**config.mk**
```make
export PLATFORM = sky130hd
export DESIGN_NAME = srecord_loader_parser
export DESIGN_NICKNAME = d
export VERILOG_FILES = /design/src/hdl/slp_pkg.sv /design/src/hdl/srecord_loader_parser.sv
export SDC_FILE = /design/constraint.sdc
export NUM_CORES = 1
export LEC_CHECK = 0
export BUFFER_PORTS_ARGS = -buffer_cell sky130_fd_sc_hd__buf_2
export CORE_ASPECT_RATIO = 2
export CORE_MARGIN = 2
export CORE_UTILIZATION = 40
export CTS_CLUSTER_SIZE = 28
export DETAILED_ROUTE_END_ITERATION = 12
export RECOVER_POWER = 25
export SYNTH_ARGS = -nofsm -noshare
export SYNTH_HDL_FRONTEND = slang
export SYNTH_SLANG_ARGS = --single-unit
```
**constraint.sdc**
```tcl
create_clock -name clk -period 3.85 [get_ports clk]
set_input_delay 0.77 -clock clk [delete_from_list [all_inputs] [get_ports clk]]
set_output_delay 0.77 -clock clk [all_outputs]
set_load 0.05 [all_outputs]
```
**src/hdl/slp_pkg.sv**
```systemverilog
// Shared types, codes and a helper function for the S-record line parser.
package slp_pkg;

    typedef enum logic [2:0] {
        PH_LINE,
        PH_TYPE,
        PH_COUNT,
        PH_ADDR_HI,
        PH_ADDR_LO,
        PH_DATA,
        PH_CKSUM,
        PH_TAIL
    } phase_t;

    typedef enum logic [1:0] {
        REC_S0,
        REC_S1,
        REC_S5,
        REC_S9
    } rec_t;

    localparam logic [2:0] KIND_WRITE = 3'd0;
    localparam logic [2:0] KIND_START = 3'd1;
    localparam logic [2:0] KIND_WARN  = 3'd2;
    localparam logic [2:0] KIND_ERROR = 3'd3;
    localparam logic [2:0] KIND_END   = 3'd4;

    localparam logic [1:0] ERR_SHORT = 2'd0;
    localparam logic [1:0] ERR_NO_S  = 2'd1;
    localparam logic [1:0] ERR_TYPE  = 2'd2;
    localparam logic [1:0] ERR_COUNT = 2'd3;

    localparam logic [7:0] CH_LF  = 8'h0a;
    localparam logic [7:0] CH_CR  = 8'h0d;
    localparam logic [7:0] CH_S   = 8'h53;
    localparam logic [7:0] CH_DOT = 8'h2e;
    localparam logic [7:0] CH_0   = 8'h30;
    localparam logic [7:0] CH_1   = 8'h31;
    localparam logic [7:0] CH_5   = 8'h35;
    localparam logic [7:0] CH_9   = 8'h39;
    localparam logic [7:0] CH_LC_A = 8'h61;
    localparam logic [7:0] CH_LC_Z = 8'h7a;

    localparam logic [7:0] HDR_BYTES = 8'd3;

    // Hex digit value; other codes keep the low nibble of the letter mapping.
    function automatic logic [3:0] nibble_of(input logic [7:0] c);
        logic [7:0] u;
        u = c;
        if (c >= CH_0 && c <= CH_9) begin
            u = c - CH_0;
        end
        else begin
            if (c >= CH_LC_A && c <= CH_LC_Z) begin
                u = c - 8'd32;
            end
            u = u + 8'd9;
        end
        return u[3:0];
    endfunction

endpackage

```
**src/hdl/srecord_loader_parser.sv**
```systemverilog
// S-record line parser: one character per request, at most one result per character.
// A result's character passes through the input register and the parse stage into the result register.
// Throughput: one character per cycle while out_stall is low; an input register and
// a result register surround the single parse stage, and a waiting result holds it.
// Reset (rst_n low, asynchronous) empties both registers and puts the parser at
// line start with zero record count; restart does only the latter, before its character.
module srecord_loader_parser (
    input  logic        clk,
    input  logic        rst_n,
    input  logic        in_valid,
    output logic        in_stall,
    input  logic [7:0]  char_in,
    input  logic        restart,
    output logic        out_valid,
    input  logic        out_stall,
    output logic [2:0]  kind,
    output logic [15:0] address,
    output logic [7:0]  data,
    output logic [1:0]  error_code,
    output logic [15:0] record_count
);
    import slp_pkg::*;

    // input register
    logic       in_valid_reg;
    logic [7:0] char_reg;
    logic       restart_reg;

    // parser state
    phase_t      phase_reg, phase_next;
    rec_t        rec_reg, rec_next;
    logic [3:0]  high_reg, high_next;
    logic        odd_reg, odd_next;
    logic [7:0]  left_reg, left_next;
    logic [15:0] addr_reg, addr_next;
    logic [7:0]  sum_reg, sum_next;
    logic [15:0] records_reg, records_next;
    logic        stopped_reg, stopped_next;

    // result register
    logic        out_valid_reg;
    logic [2:0]  kind_reg, kind_next;
    logic [15:0] address_reg, address_next;
    logic [7:0]  data_reg, data_next;
    logic [1:0]  code_reg, code_next;
    logic [15:0] count_reg;
    logic        has_result;

    logic can_advance, proc;

    // state as seen by this character (restart applies first)
    phase_t      eff_phase;
    rec_t        eff_rec;
    logic [3:0]  eff_high;
    logic        eff_odd;
    logic [7:0]  eff_left;
    logic [15:0] eff_addr;
    logic [7:0]  eff_sum;
    logic [15:0] eff_records;
    logic        eff_stopped;

    logic        eol;
    logic [3:0]  nib;
    logic [7:0]  byte_val;
    logic [15:0] addr_lo;
    logic [7:0]  left_dec;
    logic        type_ok;

    assign can_advance = !out_valid_reg || !out_stall;
    assign proc        = in_valid_reg && can_advance;
    assign in_stall    = in_valid_reg && !can_advance;

    always_comb
    begin
        if (restart_reg) begin
            eff_phase   = PH_LINE;
            eff_rec     = REC_S0;
            eff_high    = 4'd0;
            eff_odd     = 1'b0;
            eff_left    = 8'd0;
            eff_addr    = 16'd0;
            eff_sum     = 8'd0;
            eff_records = 16'd0;
            eff_stopped = 1'b0;
        end
        else begin
            eff_phase   = phase_reg;
            eff_rec     = rec_reg;
            eff_high    = high_reg;
            eff_odd     = odd_reg;
            eff_left    = left_reg;
            eff_addr    = addr_reg;
            eff_sum     = sum_reg;
            eff_records = records_reg;
            eff_stopped = stopped_reg;
        end
    end

    assign eol      = (char_reg == CH_LF) || (char_reg == CH_CR);
    assign nib      = nibble_of(char_reg);
    assign byte_val = {eff_high, nib};
    assign addr_lo  = eff_addr | {8'd0, byte_val};
    assign left_dec = eff_left - 8'd1;
    assign type_ok  = (char_reg == CH_0) || (char_reg == CH_1)
                   || (char_reg == CH_5) || (char_reg == CH_9);

    // next phase
    always_comb
    begin
        phase_next = eff_phase;
        if (!eff_stopped) begin
            case (eff_phase)
                PH_LINE:
                begin
                    if (char_reg == CH_S) begin
                        phase_next = PH_TYPE;
                    end
                end
                PH_TAIL:
                begin
                    if (eol) begin
                        phase_next = PH_LINE;
                    end
                end
                PH_TYPE:
                begin
                    if (!eol && type_ok) begin
                        phase_next = PH_COUNT;
                    end
                end
                PH_COUNT:
                begin
                    if (!eol && eff_odd) begin
                        phase_next = PH_ADDR_HI;
                    end
                end
                PH_ADDR_HI:
                begin
                    if (!eol && eff_odd) begin
                        phase_next = PH_ADDR_LO;
                    end
                end
                PH_ADDR_LO:
                begin
                    if (!eol && eff_odd) begin
                        if (eff_rec == REC_S5) begin
                            phase_next = PH_TAIL;
                        end
                        else if (eff_rec == REC_S9 || eff_left == 8'd0) begin
                            phase_next = PH_CKSUM;
                        end
                        else begin
                            phase_next = PH_DATA;
                        end
                    end
                end
                PH_DATA:
                begin
                    if (!eol && eff_odd && left_dec == 8'd0) begin
                        phase_next = PH_CKSUM;
                    end
                end
                PH_CKSUM:
                begin
                    if (!eol && eff_odd) begin
                        phase_next = PH_TAIL;
                    end
                end
                default:
                begin
                    phase_next = PH_TAIL;
                end
            endcase
        end
    end

    // datapath state and result
    always_comb
    begin
        rec_next     = eff_rec;
        high_next    = eff_high;
        odd_next     = eff_odd;
        left_next    = eff_left;
        addr_next    = eff_addr;
        sum_next     = eff_sum;
        records_next = eff_records;
        stopped_next = eff_stopped;
        has_result   = 1'b0;
        kind_next    = KIND_WRITE;
        address_next = 16'd0;
        data_next    = 8'd0;
        code_next    = ERR_SHORT;
        if (!eff_stopped) begin
            case (eff_phase)
                PH_LINE:
                begin
                    if (!eol) begin
                        if (char_reg == CH_DOT) begin
                            stopped_next = 1'b1;
                            has_result   = 1'b1;
                            kind_next    = KIND_END;
                        end
                        else if (char_reg != CH_S) begin
                            stopped_next = 1'b1;
                            has_result   = 1'b1;
                            kind_next    = KIND_ERROR;
                            code_next    = ERR_NO_S;
                        end
                    end
                end
                PH_TAIL:
                begin
                end
                default:
                begin
                    if (eol) begin
                        stopped_next = 1'b1;
                        has_result   = 1'b1;
                        kind_next    = KIND_ERROR;
                        code_next    = ERR_SHORT;
                    end
                    else if (eff_phase == PH_TYPE) begin
                        odd_next = 1'b0;
                        case (char_reg)
                            CH_0: rec_next = REC_S0;
                            CH_1:
                            begin
                                rec_next     = REC_S1;
                                records_next = eff_records + 16'd1;
                            end
                            CH_5: rec_next = REC_S5;
                            CH_9: rec_next = REC_S9;
                            default:
                            begin
                                odd_next     = eff_odd;
                                stopped_next = 1'b1;
                                has_result   = 1'b1;
                                kind_next    = KIND_ERROR;
                                code_next    = ERR_TYPE;
                            end
                        endcase
                    end
                    else if (!eff_odd) begin
                        high_next = nib;
                        odd_next  = 1'b1;
                    end
                    else begin
                        odd_next = 1'b0;
                        case (eff_phase)
                            PH_COUNT:
                            begin
                                sum_next  = byte_val;
                                left_next = (byte_val >= HDR_BYTES) ?
                                            byte_val - HDR_BYTES : 8'd0;
                            end
                            PH_ADDR_HI:
                            begin
                                sum_next  = eff_sum + byte_val;
                                addr_next = {byte_val, 8'd0};
                            end
                            PH_ADDR_LO:
                            begin
                                sum_next  = eff_sum + byte_val;
                                addr_next = addr_lo;
                                if (eff_rec == REC_S5) begin
                                    if (addr_lo != eff_records) begin
                                        stopped_next = 1'b1;
                                        has_result   = 1'b1;
                                        kind_next    = KIND_ERROR;
                                        code_next    = ERR_COUNT;
                                    end
                                    else begin
                                        records_next = 16'd0;
                                    end
                                end
                                else if (eff_rec == REC_S9) begin
                                    has_result   = 1'b1;
                                    kind_next    = KIND_START;
                                    address_next = addr_lo;
                                end
                            end
                            PH_DATA:
                            begin
                                sum_next  = eff_sum + byte_val;
                                left_next = left_dec;
                                if (eff_rec == REC_S1) begin
                                    addr_next    = eff_addr + 16'd1;
                                    has_result   = 1'b1;
                                    kind_next    = KIND_WRITE;
                                    address_next = eff_addr;
                                    data_next    = byte_val;
                                end
                            end
                            PH_CKSUM:
                            begin
                                if (~eff_sum != byte_val) begin
                                    has_result = 1'b1;
                                    kind_next  = KIND_WARN;
                                end
                            end
                            default:
                            begin
                            end
                        endcase
                    end
                end
            endcase
        end
    end

    always_ff @(posedge clk or negedge rst_n)
    begin
        if (!rst_n) begin
            in_valid_reg  <= 1'b0;
            out_valid_reg <= 1'b0;
            phase_reg     <= PH_LINE;
            rec_reg       <= REC_S0;
            high_reg      <= 4'd0;
            odd_reg       <= 1'b0;
            left_reg      <= 8'd0;
            addr_reg      <= 16'd0;
            sum_reg       <= 8'd0;
            records_reg   <= 16'd0;
            stopped_reg   <= 1'b0;
        end
        else begin
            if (!in_stall) begin
                in_valid_reg <= in_valid;
            end
            if (can_advance) begin
                out_valid_reg <= proc && has_result;
            end
            if (proc) begin
                phase_reg   <= phase_next;
                rec_reg     <= rec_next;
                high_reg    <= high_next;
                odd_reg     <= odd_next;
                left_reg    <= left_next;
                addr_reg    <= addr_next;
                sum_reg     <= sum_next;
                records_reg <= records_next;
                stopped_reg <= stopped_next;
            end
        end
    end

    always_ff @(posedge clk)
    begin
        if (in_valid && !in_stall) begin
            char_reg    <= char_in;
            restart_reg <= restart;
        end
        if (proc) begin
            kind_reg    <= kind_next;
            address_reg <= address_next;
            data_reg    <= data_next;
            code_reg    <= code_next;
            count_reg   <= records_next;
        end
    end

    assign out_valid    = out_valid_reg;
    assign kind         = kind_reg;
    assign address      = address_reg;
    assign data         = data_reg;
    assign error_code   = code_reg;
    assign record_count = count_reg;

    // a stopped parser stays silent until restart
    a_stopped_silent: assert property (@(posedge clk) disable iff (!rst_n)
        proc && stopped_reg && !restart_reg |=> !out_valid)
        else $error("result produced while stopped");

    // error and end results always stop the parser
    a_error_stops: assert property (@(posedge clk) disable iff (!rst_n)
        proc && has_result && (kind_next == KIND_ERROR || kind_next == KIND_END)
        |=> stopped_reg)
        else $error("parser not stopped after error or end");

    // data phase always has at least one byte to go
    a_data_left: assert property (@(posedge clk) disable iff (!rst_n)
        phase_reg == PH_DATA |-> left_reg != 8'd0)
        else $error("data phase with no bytes left");

endmodule
```
======== Yosys cells after proc, flatten, opt, wreduce, memory -nomap -nowiden ========
Cells that the tools add are included.
operators by class
  add/subtract/negate cells ............... 8
  multiply operators ...................... 0
  div/mod/pow operators ................... 0
  order comparisons ....................... 5
  equality and inequality tests ........... 21
  shift-type cells ........................ 0
  mux-type cells .......................... 119
  bitwise operators ....................... 5
  reduce and logical (&&, ||, !) cells .... 28
operators with widths
  kind                                                                   count
  16-bit two-way mux                                                     20
  8-bit two-way mux                                                      13
  3-bit two-way mux                                                      16
  16-bit one-hot mux with 3 select lines                                 1
  8-bit by 6-bit == test with 1-bit output, second input constant        5
  2-bit two-way mux                                                      18
  4-bit two-way mux                                                      9
  16-bit by 1-bit adder with 16-bit output, second input constant        2
  16-bit one-hot mux with 2 select lines                                 1
  8-bit one-hot mux with 2 select lines                                  2
  1-bit two-way mux                                                      31
  3-bit one-hot mux with 8 select lines                                  1
  8-bit by 4-bit == test with 1-bit output, second input constant        2
  8-bit logical NOT                                                      2
  16-bit != test                                                         1
  16-bit by 8-bit bitwise OR with 16-bit output                          1
  3-bit == test, second input constant                                   4
  3-bit one-hot mux with 2 select lines                                  2
  1-bit logical AND                                                      9
  8-bit adder                                                            1
  8-bit by 7-bit == test with 1-bit output, second input constant        1
  8-bit by 2-bit >= comparator with 1-bit output, second input constant  1
  8-bit by 6-bit >= comparator with 1-bit output, second input constant  1
  8-bit by 7-bit >= comparator with 1-bit output, second input constant  1
  other kinds (26)                                                       41
word-level totals
  register bits after elaboration ......... 115
  bits in latches ......................... 0
  RAM bits ................................ 0
  memory bits (read-only) ................. 0
  input bits .............................. 13
  word-level logic and storage cells ...... 204
  memories ................................ 0

======== Longest topological paths before layout ========
Gate-level depths: netlist (run 1).
  word-level depth ........................ 17
  depth in mapped cells ................... 18
  mapped depth without buffers ............ 17

======== Worst setup path before layout (run 1) ========
No wires, ideal clock.
  path type ............................... input to register
  from .................................... input port out_stall
  to ...................................... register sum_reg[5]
  setup time .............................. 133 ps
  arrival ................................. 3402 ps
  slack ................................... 315 ps
  stages .................................. 7
  path buffers ............................ 1
  cell sequence ........................... nand2_1 > nand2_1 > inv_1 > clkbuf_1 > o21ai_0 > a32oi_1 > o21ai_0
between the ends
  cells in the longest elaborated chain, start to end .. 3
ends and longest elaborated chain
  item                  line                          text
  from (decl)           srecord_loader_parser.sv:15   input logic out_stall,
  1-bit logical NOT     srecord_loader_parser.sv:69   assign can_advance = !out_valid_reg || !out_stall;
  1-bit logical OR      srecord_loader_parser.sv:69
  1-bit logical AND     srecord_loader_parser.sv:70   assign proc = in_valid_reg && can_advance;
  via proc              srecord_loader_parser.sv:49   logic can_advance, proc;
  to (signal assigned)  srecord_loader_parser.sv:340  sum_reg <= sum_next;
  to (decl)             srecord_loader_parser.sv:36   logic [7:0] sum_reg, sum_next;
The timed path passes the listed nets, and every way through them passes these cells.
A chain may end at the register's enable or synchronous reset.

======== Worst setup path in the final report (run 1) ========
  from .................................... register char_reg[1]
  to ...................................... register count_reg[15] (netlist: record_count[15]) (data pin)
between the ends
  cells in the longest elaborated chain, start to end .. 16
ends and longest elaborated chain
  item                                                                                                              line                          text
  from (decl)                                                                                                       srecord_loader_parser.sv:26   logic [7:0] char_reg;
  from (signal assigned)                                                                                            srecord_loader_parser.sv:350  char_reg <= char_in;
  8-bit by 7-bit >= comparator with 1-bit output or 8-bit by 7-bit <= comparator with 1-bit output (tied branches)  slp_pkg.sv:54                 if (c >= CH_LC_A && c <= CH_LC_Z) begin
  1-bit logical AND                                                                                                 slp_pkg.sv:54
  4-bit two-way mux                                                                                                 slp_pkg.sv:54
  4-bit two-way mux                                                                                                 slp_pkg.sv:50                 if (c >= CH_0 && c <= CH_9) begin
  4-bit adder                                                                                                       slp_pkg.sv:57                 u = u + 8'd9;
  4-bit two-way mux                                                                                                 slp_pkg.sv:50
  16-bit by 8-bit bitwise OR with 16-bit output                                                                     srecord_loader_parser.sv:102  assign addr_lo = eff_addr | {8'd0, byte_val};
  16-bit != test                                                                                                    srecord_loader_parser.sv:266  if (addr_lo != eff_records) begin
  16-bit two-way mux                                                                                                srecord_loader_parser.sv:266
  16-bit two-way mux                                                                                                srecord_loader_parser.sv:265  if (eff_rec == REC_S5) begin
  16-bit two-way mux                                                                                                srecord_loader_parser.sv:249  case (eff_phase)
  16-bit two-way mux                                                                                                srecord_loader_parser.sv:243  else if (!eff_odd) begin
  16-bit two-way mux                                                                                                srecord_loader_parser.sv:222  else if (eff_phase == PH_TYPE) begin
  16-bit two-way mux *                                                                                              srecord_loader_parser.sv:216  if (eol) begin
  16-bit two-way mux *                                                                                              srecord_loader_parser.sv:194  case (eff_phase)
  16-bit two-way mux *                                                                                              srecord_loader_parser.sv:193  if (!eff_stopped) begin
  via records_next[15]                                                                                              srecord_loader_parser.sv:37   logic [15:0] records_reg, records_next;
  to (signal assigned)                                                                                              srecord_loader_parser.sv:358  count_reg <= records_next;
  to (decl)                                                                                                         srecord_loader_parser.sv:46   logic [15:0] count_reg;
Mark *: on every way through the listed nets, which the timed path passes. The rest lies on a longest branch. The select of a mux whose other input is x is not followed.

==> flow_summary_export.csv, run 1 <==
group,metric,value,unit
cells_and_area,fin_nets,1002,
sta,rsz0062_at_grt,"false",
clock_network,clockBufferDepth,2,
worst_setup_path,crit_buf_inv,2,
grt,grt_overflow_total,0,
sta,setup_ws,444,ps
job,cap_violations,1,
sta,finClkSkew,13.3,ps
yosys,yosysTopAreaCell,"edfxtp_1",
power_and_ir_drop,total_power,5.82,mW
placement,dp_slack,518,ps
power_and_ir_drop,p_sw_share,41.9,%
route,firstDrtPassIters,6,
min_path,hold_start,"sum_reg[4]$_DFFE_PN0P_",
route,drt_iter0_drc,632,
clock_network,cts_hold_buf,0,
yosys,synth_fp_nets,927,
yosys,ys_warn_count,0,
floorplan,io_pins,60,
route,via_count,7707,
clock_network,cts_tree,"done",
worst_setup_path,cp-end-kind,"register",
sta,fin_tns_setup,0,ps
worst_setup_path,start_kind,"register",
worst_setup_path,cp-startpoint,"char_reg[1]$_DFFE_PP_",
clock_network,cts_sinks,115,
clock_network,cts-buffers-inserted,17,
route,drc,0,
worst_setup_path,cp_max_fo,8,
sta,report.final.slew_viol_count,33,
clock_network,clkTransAtPathRegs,60,ps
sta,worst_pin_slew,2000,ps
clock_network,worstSkewPairLatency,440,ps
yosys,synth_most_common_cell,"nand2_1",
power_and_ir_drop,power_frac_comb,38.4,%
sta,max_freq,294,MHz
route,wirelength,28400,um
power_and_ir_drop,ir_drop,0.351,mV
worst_setup_path,regToRegSetupSlack,440,ps
sta,finalCriticalPeriod,3410,ps
worst_setup_path,r2r-end,"record_count[15]$_DFFE_PP_",
cells_and_area,seq_area,3150,sq um
placement,dp_hpwl,21500,um
yosys,synth_top_area_share,21.0,%
worst_setup_path,cp.depth,11,
worst_setup_path,cpLargestDelayFamily,"simple AND/OR/NAND/NOR gates",
clock_network,cts_max_level,4,
yosys,syn_inst,896,
worst_setup_path,reg2reg_depth,11,
route,wl_per_cell,22.9,um
run_status,status,"complete, but fails checks",
route,ant_nets,0,
route,via_per_inst,6.22,
worst_setup_path,path_cells,"inv_1 -> ha_1 -> or3b_1 -> a21oi_2 -> a21oi_4 -> inv_4 -> or4b_4 -> o211ai_2 -> and4_1 -> nor4b_1 -> a311o_1",
grt,grt_pass1_vias,7897,
min_path,min-delay-path-class,"reg -> reg",
floorplan,rows,71,
sta,finalCritPeriodShare,88.5,%
cells_and_area,syn_to_final_growth,18.3,%
yosys,synth_edf_count,54,
run_status,violations,"max-capacitance violations, max-slew violations",
worst_setup_path,critPathRequiredTime,4030,ps
worst_setup_path,r2r-start,"char_reg[1]$_DFFE_PP_",
yosys,ys.flop_type,"dfrtp_1",
grt,gr-usage-all-layers,28.8,%
cells_and_area,drive_gt1_share,16.6,%
power_and_ir_drop,p_int,3.38,mW
yosys,syn_area,7710,sq um
worst_setup_path,cpMaxStageDelayCell,"or4b_4",
sta,setup_viol,0,
grt,grt_pass1_wl,43900,um
floorplan,start_util,40.9,%
sta,hold_ws,485,ps
power_and_ir_drop,power.density,638,nW/um^2
yosys,syn_avg_cell_area,8.60,sq um
clock_network,cts_resized,0,
worst_setup_path,slowest_delay,500,ps
yosys,synth_common_cells,"nand2_1 (118), nor2_1 (89), o21ai_0 (77), dfrtp_1 (61), edfxtp_1 (54)",
worst_setup_path,path_class,"reg -> reg",
yosys,ys_top_cells_by_area,"edfxtp_1 (21%), dfrtp_1 (20%), nand2_1 (5.7%), o21ai_0 (5.0%), nor2_1 (4.3%)",
worst_setup_path,cp-endpoint,"record_count[15]$_DFFE_PP_",
power_and_ir_drop,power.share.sequential,31.5,%
cells_and_area,final_util,48.4,%
floorplan,coreArea,18800,sq um
sta,hold_viol,0,
power_and_ir_drop,clkPwrFrac,30.1,%
clock_network,cts-root-buf,"clkbuf_16",
sta,relSlewSlack,-33.2,%
cells_and_area,multi_input_area,4220,sq um
grt,antenna_found_initial,0,
floorplan,dieArea,20500,sq um
floorplan,die_y,200,um
yosys,ys_async_sr_fraction,53.0,%
cells_and_area,diodes,0,
placement,io_buffers,59,
clock_network,cts_setup_buffers,0,
power_and_ir_drop,switchingPower,2.44,mW
yosys,synth_cell_types,86,
floorplan,fp.dieW,102,um
cells_and_area,nFillCells,1876,
power_and_ir_drop,p_leak,3.74,nW
yosys,ys_ff_latch,115,
yosys,yosysSeqAreaShare,40.8,%
placement,gp_congestion,0.989,
grt,grt_max_degree,34,
worst_setup_path,cp.arrival,3580,ps
==> power groups by stage <==
stage                     Combinational (mW)  Clock [mW]  Sequential (mW)
after floorplan                         1.22           0             2.06
after global placement                  2.19           0             1.84
after detailed placement                2.19           0             1.84
after CTS                               2.20        1.78             1.82
after global routing                    2.38        1.82             1.87
final                                   2.23        1.75             1.83
==> stage by stage <==
stage | cells | cell area [sq um]
detailed placement | 1207 | 8480
floorplan | 896 | 7710
global route | 1239 | 9120
finish | 1239 | 9120
CTS | 1239 | 9120
global placement | 1207 | 8480
==> worst min-delay path: stages (launching register included) <==
cell and delay [ps]:
dfrtp_1 340, nand2_1 40, o21ai_0 60
==> cells in the final DEF, fill, tap and decap left out, types with 11 or more instances in the layout <==
master | netlist | layout
nor2_1 | 89 | 89
nand2_1 | 118 | 118
edfxtp_1 | 54 | 54
inv_1 | 29 | 28
o31ai_1 | 12 | 12
nor3_1 | 38 | 38
nand3_1 | 25 | 25
dfrtp_1 | 61 | 61
ha_1 | 17 | 17
nor2b_1 | 24 | 24
clkbuf_16 | 0 | 17
a31oi_1 | 15 | 15
nand4_1 | 15 | 15
buf_4 | 2 | 49
buf_2 | 11 | 58
xnor2_1 | 21 | 21
a21oi_1 | 46 | 46
and3_1 | 20 | 20
o21ai_0 | 77 | 77
a221oi_1 | 11 | 11
==> worst min path at each step <==
| stage | cells after the start | end |
|---|---|---|
| CTS | 1 | records_reg[12]$_DFFE_PN0P_ |
| global route | 1 | char_reg[6]$_DFFE_PP_ |
| floorplan | 2 | sum_reg[4]$_DFFE_PN0P_ |
| finish | 2 | sum_reg[4]$_DFFE_PN0P_ |
| detailed placement | 2 | sum_reg[4]$_DFFE_PN0P_ |
| global placement | 2 | sum_reg[4]$_DFFE_PN0P_ |
==> final cells by class <==
| type | count | area share [%] |
|---|---|---|
| multi-input cells | 698 | 46.2 |
| flip-flops and latches | 115 | 34.5 |
| repair buffers | 109 | 7.48 |
| clock buffers | 18 | 4.71 |
| well taps | 255 | 3.50 |
| clock inverters | 14 | 2.32 |
| inverters | 30 | 1.26 |
==> routing by layer <==
metal	routed length [um]	up-vias	GRT usage, %	part of all wire [%]
met5	0	-	0	0
met4	2770	0	24.7	9.7
met3	1380	161	4.43	4.9
met2	14800	355	49.9	52
met1	9450	3706	28.9	33
li1	-	3485	-	-
==> logic make-up after synthesis <==
| kind of cell | Yosys count | synth area share, % |
|---|---|---|
| AO/OA/AOI/OAI | 265 | 22.8 |
| XOR/XNOR | 30 | 3.41 |
| AND/OR/NAND/NOR | 382 | 25.1 |
| adder cells (fa/ha/maj) | 18 | 3.02 |
| flip-flops | 115 | 40.8 |
| buffers and inverters | 83 | 4.45 |
| multiplexers | 3 | 0.390 |
No activity file was read; power rests on OpenSTA's default activity.
==> run 2: changes to the inputs <==
--- a/config.mk
+++ b/config.mk
@@ -11,7 +11,6 @@
 export CORE_UTILIZATION = 40
 export CTS_CLUSTER_SIZE = 28
 export DETAILED_ROUTE_END_ITERATION = 12
-export RECOVER_POWER = 25
 export SYNTH_ARGS = -nofsm -noshare
 export SYNTH_HDL_FRONTEND = slang
 export SYNTH_SLANG_ARGS = --single-unit
==> run 2 against run 1 <==
Effect of this change: the flow now finishes without violations; power about the same; largest power group unchanged; highest routed layer unchanged; non-clock buffer count unchanged; register-to-register slack about the same; flip-flop and latch count did not move; die area unchanged; first-iteration DRC count unchanged; fmax about the same; global-route usage unchanged; combinational power barely moved; hold slack worse by 48 ps; worst setup slack gained 2.0 ps.
==> flow_summary_export.csv, run 2 (synthesized netlist as in run 1, its figures left out) <==
group,metric,value,unit
sta,finClkSkew,13.3,ps
clock_network,cts_resized,0,
placement,io_buffers,59,
clock_network,cts-root-buf,"clkbuf_16",
power_and_ir_drop,ir_drop,0.352,mV
sta,setup_viol,0,
placement,dp_hpwl,21500,um
grt,grt_pass1_vias,7897,
route,wirelength,28400,um
floorplan,coreArea,18800,sq um
clock_network,clkTransAtPathRegs,60,ps
worst_setup_path,cp-startpoint,"char_reg[1]$_DFFE_PP_",
route,via_per_inst,6.22,
cells_and_area,syn_to_final_growth,18.4,%
route,wl_per_cell,22.9,um
worst_setup_path,reg2reg_depth,11,
clock_network,cts-buffers-inserted,17,
clock_network,cts_setup_buffers,0,
grt,antenna_found_initial,0,
floorplan,dieArea,20500,sq um
grt,grt_overflow_total,0,
cells_and_area,final_util,48.4,%
cells_and_area,diodes,0,
floorplan,rows,71,
placement,gp_congestion,0.989,
sta,hold_viol,0,
worst_setup_path,cp-endpoint,"record_count[15]$_DFFE_PP_",
worst_setup_path,path_class,"reg -> reg",
sta,finalCritPeriodShare,88.4,%
sta,relSlewSlack,44.2,%
clock_network,cts_tree,"done",
worst_setup_path,cp-end-kind,"register",
clock_network,cts_sinks,115,
worst_setup_path,start_kind,"register",
worst_setup_path,cpMaxStageDelayCell,"or4b_4",
run_status,status,"complete, no violations",
job,cap_violations,0,
floorplan,fp.dieW,102,um
route,drt_iter0_drc,632,
sta,worst_pin_slew,838,ps
clock_network,cts_max_level,4,
worst_setup_path,r2r-start,"char_reg[1]$_DFFE_PP_",
worst_setup_path,cp.arrival,3580,ps
sta,report.final.slew_viol_count,0,
floorplan,io_pins,60,
sta,max_freq,294,MHz
cells_and_area,fin_nets,1002,
worst_setup_path,slowest_delay,500,ps
clock_network,cts_hold_buf,0,
route,drc,0,
cells_and_area,layout_commonest_cell,"nand2_1",
power_and_ir_drop,power.density,638,nW/um^2
floorplan,start_util,40.9,%
route,via_count,7702,
cells_and_area,nFillCells,1877,
sta,hold_ws,437,ps
cells_and_area,final_cell_mix,"nand2_1 (118), nor2_1 (89), o21ai_0 (77)",
worst_setup_path,critPathRequiredTime,4030,ps
worst_setup_path,cp_max_fo,8,
route,firstDrtPassIters,6,
worst_setup_path,r2r-end,"record_count[15]$_DFFE_PP_",
worst_setup_path,path_cells,"inv_1 -> ha_1 -> or3b_1 -> a21oi_2 -> a21oi_4 -> inv_4 -> or4b_4 -> o211ai_2 -> and4_1 -> nor4b_1 -> a311o_1",
power_and_ir_drop,p_leak,3.74,nW
route,ant_nets,0,
sta,fin_tns_setup,0,ps
sta,setup_ws,446,ps
placement,dp_slack,518,ps
grt,gr-usage-all-layers,28.8,%
clock_network,clockBufferDepth,2,
grt,grt_max_degree,34,
worst_setup_path,regToRegSetupSlack,450,ps
cells_and_area,drive_gt1_share,16.7,%
clock_network,worstSkewPairLatency,440,ps
sta,finalCriticalPeriod,3400,ps
floorplan,die_y,200,um
min_path,min-delay-path-class,"in -> async",
grt,grt_pass1_wl,43900,um
sta,rsz0062_at_grt,"false",
## run 2: cell count changes in the layout (fill, tap and decap cells not counted)
cell	previous run	this run
buf_2	58	59
clkbuf_1	2	1
## run 2: how the worst min path moves through the flow
stage | startpoint | end | slack [ps] | cells after the start
floorplan | sum_reg[4]$_DFFE_PN0P_ | sum_reg[4]$_DFFE_PN0P_ | 440 | 2
global placement | sum_reg[4]$_DFFE_PN0P_ | sum_reg[4]$_DFFE_PN0P_ | 480 | 2
detailed placement | sum_reg[4]$_DFFE_PN0P_ | sum_reg[4]$_DFFE_PN0P_ | 470 | 2
CTS | rst_n | records_reg[12]$_DFFE_PN0P_ | 450 | 1
global route | rst_n | records_reg[12]$_DFFE_PN0P_ | 500 | 1
finish | rst_n | addr_reg[14]$_DFFE_PN0P_ | 440 | 1
## run 2: stage by stage
stage / instances / total power, mW / area (sq um)
2_1_floorplan: 896 / 3.28 / 7710
3_3_place_gp: 1207 / 4.03 / 8480
3_5_place_dp: 1207 / 4.03 / 8480
4_1_cts: 1239 / 5.79 / 9120
5_1_grt: 1239 / 6.07 / 9120
6_report: 1239 / 5.82 / 9120
## run 2: power by group
part / internal (mW) / switching [mW]
clock: 1.14 / 0.610
sequential: 1.56 / 0.277
combinational: 0.679 / 1.55
total: 3.38 / 2.44
## run 2: per-layer routing
layer,GRT usage [%],routed length (um)
met1,28.9,9440
met2,49.9,14800
met3,4.43,1400
met4,24.7,2740
met5,0,0
## run 2: area by class of cell
cell class / count / area, sq um / share of cell area, %
clock buffer: 18 / 429 / 4.70
clock inverter: 14 / 211 / 2.32
inverter: 30 / 115 / 1.26
multi-input combinational: 698 / 4220 / 46.2
sequential: 115 / 3150 / 34.5
tap: 255 / 319 / 3.50
timing repair buffer: 109 / 683 / 7.49
## run 2: worst max-delay path, delay by kind of cell (launching register included)
family          cells  cell delay, ps
fa+ha+maj           1             300
compound gates      4             830
buf+inv             2             250
simple gates        4            1300
flops               1             470
